===== config.mk =====
export PLATFORM = sky130hd
export DESIGN_NAME = bba_ctrl
export DESIGN_NICKNAME = d
export VERILOG_FILES = /design/src/hw/rtl/bba_pkg.sv /design/src/hw/rtl/bba_ctrl.sv
export SDC_FILE = /design/constraint.sdc
export NUM_CORES = 1
export LEC_CHECK = 0
export BUFFER_PORTS_ARGS = -buffer_cell sky130_fd_sc_hd__buf_4
export CELL_PAD_IN_SITES_DETAIL_PLACEMENT = 1
export CELL_PAD_IN_SITES_GLOBAL_PLACEMENT = 1
export CORE_MARGIN = 3
export CORE_UTILIZATION = 42
export CTS_CLUSTER_DIAMETER = 40
export CTS_CLUSTER_SIZE = 16
export DETAILED_ROUTE_END_ITERATION = 10
export PLACE_DENSITY_LB_ADDON = 0.25
export REMOVE_ABC_BUFFERS = 1
export SYNTH_ARGS = -nofsm -noshare
export SYNTH_HDL_FRONTEND = slang
export SYNTH_SLANG_ARGS = --single-unit

===== constraint.sdc =====
create_clock -name i_clk -period 6.89 [get_ports i_clk]
set_input_delay 1.0335 -clock i_clk [delete_from_list [all_inputs] [get_ports i_clk]]
set_output_delay 1.0335 -clock i_clk [all_outputs]
set_load 0.1 [all_outputs]

===== src/hw/rtl/bba_pkg.sv =====
// shared constants, codes and control types of the buddy block allocator
package bba_pkg;

    localparam int UNITS_LOG2 = 16;
    localparam int MIN_LOG2   = 6;
    localparam int NUM_ORDERS = 17;
    localparam int TOP_ORDER  = NUM_ORDERS - 1;
    localparam int HDR_BYTES  = 32;

    localparam int UNIT_W = UNITS_LOG2;
    localparam int LINK_W = UNITS_LOG2 + 1;
    localparam int ORD_W  = 5;
    localparam int OFF_W  = 22;
    localparam int CNT_W  = 17;
    localparam int REQ_W  = 31;
    localparam int POOL_W = 23;

    localparam logic [LINK_W-1:0] NO_LINK = LINK_W'(1) << UNITS_LOG2;

    typedef enum logic [1:0] {
        ST_OK     = 2'd0,
        ST_TOOBIG = 2'd1,
        ST_NOBLK  = 2'd2,
        ST_BADFREE = 2'd3
    } t_status;

    typedef enum logic [4:0] {
        OP_NONE, OP_CLR, OP_CARVE, OP_LOAD, OP_SIZE, OP_SRCH, OP_ARD, OP_AUNL,
        OP_SPLIT, OP_AFIN, OP_FRD, OP_FSET, OP_MRD, OP_MUNL, OP_PUSH0, OP_PUSH1,
        OP_FAIL, OP_EMIT
    } t_op;

    typedef struct packed {
        t_op     op;
        t_status code;
    } t_cmd;

    typedef struct packed {
        logic clr_last;
        logic carve_last;
        logic size_big;
        logic size_fit;
        logic srch_end;
        logic srch_hit;
        logic split_done;
        logic free_ok;
        logic flag_ok;
        logic merge_stop;
        logic buddy_ok;
        logic can_emit;
    } t_sts;

endpackage


===== src/hw/rtl/bba_ctrl.sv =====
// sequencer of the buddy block allocator
module bba_ctrl (
    input  logic            i_clk,
    input  logic            i_rst_n,
    input  logic            i_cfg_we,
    input  logic            i_s_valid,
    input  logic            i_s_type,
    input  bba_pkg::t_sts   i_sts,
    output bba_pkg::t_cmd   o_cmd,
    output logic            o_s_ready
);

    typedef enum logic [15:0] {
        S_CLR   = 16'h0001,
        S_CARVE = 16'h0002,
        S_IDLE  = 16'h0004,
        S_SIZE  = 16'h0008,
        S_SRCH  = 16'h0010,
        S_ARD   = 16'h0020,
        S_AUNL  = 16'h0040,
        S_SPLIT = 16'h0080,
        S_AFIN  = 16'h0100,
        S_FRD   = 16'h0200,
        S_FCHK  = 16'h0400,
        S_MRD   = 16'h0800,
        S_MCHK  = 16'h1000,
        S_PUSH0 = 16'h2000,
        S_PUSH1 = 16'h4000,
        S_DONE  = 16'h8000
    } t_state;

    t_state r_state;
    t_state n_state;

    assign o_s_ready = (r_state == S_IDLE) && !i_cfg_we;

    always_comb begin
        n_state    = r_state;
        o_cmd.op   = bba_pkg::OP_NONE;
        o_cmd.code = bba_pkg::ST_OK;
        case (r_state)
            S_CLR: begin
                o_cmd.op = bba_pkg::OP_CLR;
                if (i_sts.clr_last) n_state = S_CARVE;
            end
            S_CARVE: begin
                o_cmd.op = bba_pkg::OP_CARVE;
                if (i_sts.carve_last) n_state = S_IDLE;
            end
            S_IDLE: begin
                if (i_s_valid) begin
                    o_cmd.op = bba_pkg::OP_LOAD;
                    n_state  = i_s_type ? S_FRD : S_SIZE;
                end
            end
            S_SIZE: begin
                if (i_sts.size_big) begin
                    o_cmd.op   = bba_pkg::OP_FAIL;
                    o_cmd.code = bba_pkg::ST_TOOBIG;
                    n_state    = S_DONE;
                end else begin
                    o_cmd.op = bba_pkg::OP_SIZE;
                    if (i_sts.size_fit) n_state = S_SRCH;
                end
            end
            S_SRCH: begin
                if (i_sts.srch_end) begin
                    o_cmd.op   = bba_pkg::OP_FAIL;
                    o_cmd.code = bba_pkg::ST_NOBLK;
                    n_state    = S_DONE;
                end else begin
                    o_cmd.op = bba_pkg::OP_SRCH;
                    if (i_sts.srch_hit) n_state = S_ARD;
                end
            end
            S_ARD: begin
                o_cmd.op = bba_pkg::OP_ARD;
                n_state  = S_AUNL;
            end
            S_AUNL: begin
                o_cmd.op = bba_pkg::OP_AUNL;
                n_state  = S_SPLIT;
            end
            S_SPLIT: begin
                o_cmd.op = bba_pkg::OP_SPLIT;
                if (i_sts.split_done) n_state = S_AFIN;
            end
            S_AFIN: begin
                o_cmd.op = bba_pkg::OP_AFIN;
                n_state  = S_DONE;
            end
            S_FRD: begin
                if (i_sts.free_ok) begin
                    o_cmd.op = bba_pkg::OP_FRD;
                    n_state  = S_FCHK;
                end else begin
                    o_cmd.op   = bba_pkg::OP_FAIL;
                    o_cmd.code = bba_pkg::ST_BADFREE;
                    n_state    = S_DONE;
                end
            end
            S_FCHK: begin
                if (i_sts.flag_ok) begin
                    o_cmd.op = bba_pkg::OP_FSET;
                    n_state  = S_MRD;
                end else begin
                    o_cmd.op   = bba_pkg::OP_FAIL;
                    o_cmd.code = bba_pkg::ST_BADFREE;
                    n_state    = S_DONE;
                end
            end
            S_MRD: begin
                if (i_sts.merge_stop) begin
                    n_state = S_PUSH0;
                end else begin
                    o_cmd.op = bba_pkg::OP_MRD;
                    n_state  = S_MCHK;
                end
            end
            S_MCHK: begin
                if (i_sts.buddy_ok) begin
                    o_cmd.op = bba_pkg::OP_MUNL;
                    n_state  = S_MRD;
                end else begin
                    n_state = S_PUSH0;
                end
            end
            S_PUSH0: begin
                o_cmd.op = bba_pkg::OP_PUSH0;
                n_state  = S_PUSH1;
            end
            S_PUSH1: begin
                o_cmd.op = bba_pkg::OP_PUSH1;
                n_state  = S_DONE;
            end
            S_DONE: begin
                if (i_sts.can_emit) begin
                    o_cmd.op = bba_pkg::OP_EMIT;
                    n_state  = S_IDLE;
                end
            end
            default: begin
                n_state = S_CLR;
            end
        endcase
    end

    always_ff @(posedge i_clk) begin
        if (!i_rst_n || i_cfg_we) begin
            r_state <= S_CLR;
        end else begin
            r_state <= n_state;
        end
    end

endmodule


==> flow_metrics.tcl <==
set metrics [dict create \
    outcome "finished, final reports clean" \
    slowest_delay_ps 580 \
    start_util_pct 45.7 \
    gp_congestion 0.918 \
    ant_nets 0 \
    ys_seq_area_share_pct 24.5 \
    coreArea_mm2 0.00285 \
    overflow 0 \
    ios 25 \
    cts_setup_buffers 0 \
    setup_violations 0 \
    async_flop_share_pct 0 \
    cts_buffer_depth 2 \
    synth_area_mm2 0.00131 \
    num_rows 19 \
    routed_wl_mm 4.31 \
    nNetsFinal 209 \
    maxSlewViolCount 0 \
    firstDrtPassIters 4 \
    reg.largest.list "r_state x16" \
    crit_slowest_cell "or4_4" \
    final_common_cell "buf_4" \
    worstPathRequired_ps 5860 \
    cp_max_fo 10 \
    hold_viol_final 0 \
    grt_max_degree 16 \
    reg2reg_depth 5 \
    fmax_ghz 0.260 \
    ir_drop_mv 0.0690 \
    wl_met3_um 190 \
    cp-end-kind "output pin" \
    largest_reg_flops 16 \
    worst_pin_slew_ps 828 \
    grt_pass1_wl_mm 7.06 \
    via_count 1447 \
    leakagePower_nw 0.567 \
    dr.first_iter.drc_count 68 \
    cts.sinks 16 \
    cpMostUsedCell "or4_4" \
    fp.dieArea_mm2 0.00381 \
    start_kind "register" \
    layout_common_cells "buf_4 (25), nor3_1 (16), dfxtp_1 (16), nor2_1 (15)" \
    synth_top_cell_area_share_pct 24.5 \
    crit_chain "or4_4 > or4_4 > or3_1 > a21boi_1 > nand3_1 > buf_4" \
    met1_length_mm 1.89 \
    synth_cells 176 \
    rsz0062_at_grt "false" \
    drc 0 \
    ys.flop_type "dfxtp_1" \
    wire_per_inst_um 19.5 \
    synth_top_cell_by_area "dfxtp_1" \
    drive_above_1_share_pct 22.1 \
    io_buffers 24 \
    max_cap_viol_count 0 \
    cts_tree "built" \
    grt_use_total_pct 25.2 \
    avgSynthCellArea_um2 7.41 \
    finalCritPeriodShare_pct 55.8 \
    synth_warnings 0 \
    grt_pass1_vias 1481 \
    path_class "reg -> out" \
    numCtsBuffers 3 \
    highest_layer "met4" \
    top_register "r_state" \
    clock_skew_ps 8.26 \
    fp.dieW_um 61.7 \
    p_total_mw 0.178 \
    hold_buffers 0 \
    ys_seq_elements 16 \
    min_path_cells 2 \
    area_growth_pct 13.0 \
    antenna_found_initial 0 \
    hpwl_mm 3.37 \
    synth-edff-count 0 \
    ctsHtreeMaxLevel 1 \
    totalNegativeSetupSlack_ps 0 \
    cellPowerDensity_mw_per_mm2 121 \
    path_clk_slew_ps 90 \
    synth.area.top_cells "dfxtp_1 (25%), nor3_1 (6.1%), nor4_1 (5.3%)" \
    clock_latency_ps 290 \
    fp.dieH_um 61.7 \
    cp.arrival_ps 2810 \
    wl_met2_mm 2.05 \
    rrSetupSlack_ps 4140 \
    cts_resized 0 \
    vias_per_cell 6.55 \
    clockRootBuffer "clkbuf_4" \
    ys_types 41 \
    hold_path_class "reg -> reg" \
    relSlewSlack_pct 44.6 \
    min_period_ps 3840 \
    diodes 0 \
]
==> logic make-up after synthesis <==
group	after synthesis	share of synthesized area, %
DFF	16	24.5
and+or+nand+nor	103	47.1
xor gates and xnor gates	8	5.37
AOI/OAI and AO/OA	31	15.8
buffers and inverters	18	7.19
==> cell type report <==
class                   count  area (um^2)
fillers                   372         1380
clock buffers               3         22.5
flip-flops and latches     16          320
well taps                  31         38.8
inverters                   4         15.0
multi-input cells         142          891
repair buffers             25          188
==> through the flow <==
step | hold slack, ps | cell area (um^2) | std cells | worst slack, ps | utilization (%)
2_1_floorplan | 540 | 1230 | 162 | 1060 | -
3_3_place_gp | 584 | 1450 | 218 | 3410 | 50.9
3_5_place_dp | 600 | 1450 | 218 | 3370 | 50.9
4_1_cts | 619 | 1480 | 221 | 3040 | 51.7
5_1_grt | 658 | 1480 | 221 | 2820 | 51.7
6_report | 623 | 1480 | 221 | 3050 | 51.7
==> worst paths after layout <==
check,start,end
worst min register to register,r_state[13]$_SDFFE_PP0P_,r_state[14]$_SDFFE_PP0P_
worst max register to register,r_state[11]$_SDFFE_PP0P_,r_state[6]$_SDFFE_PP0P_
worst min-delay path,r_state[13]$_SDFFE_PP0P_,r_state[14]$_SDFFE_PP0P_
worst max-delay path,r_state[5]$_SDFFE_PP0P_,o_cmd[5]
==> power breakdown <==
| group | total (mW) | internal, mW | switching, mW |
|---|---|---|---|
| Sequential | 0.0950 | 0.0932 | 0.00180 |
| Combinational | 0.0344 | 0.0135 | 0.0209 |
| Clock | 0.0490 | 0.0203 | 0.0287 |
| Total | 0.178 | 0.127 | 0.0514 |
==> cell usage after synthesis, types with 5 or more instances <==
cell type,number
dfxtp_1,16
nor3_1,16
nor2_1,15
a21oi_1,11
nand2_1,11
nor4_1,11
nand3_1,9
clkbuf_1,8
nand4_1,5
nor3b_1,5
==> critical path, delay by kind of cell, from the launching register on <==
family	cells	cell delay (ps)
compound gates	1	150
buf+inv	1	290
flops	1	420
simple gates	4	1650
==> per-layer routing <==
metal	up-vias	track usage (%)
met5	-	0
met4	0	12.7
met3	16	5.17
met2	43	39.6
met1	690	32.5
li1	698	-
No activity file was read; power rests on OpenSTA's default activity.
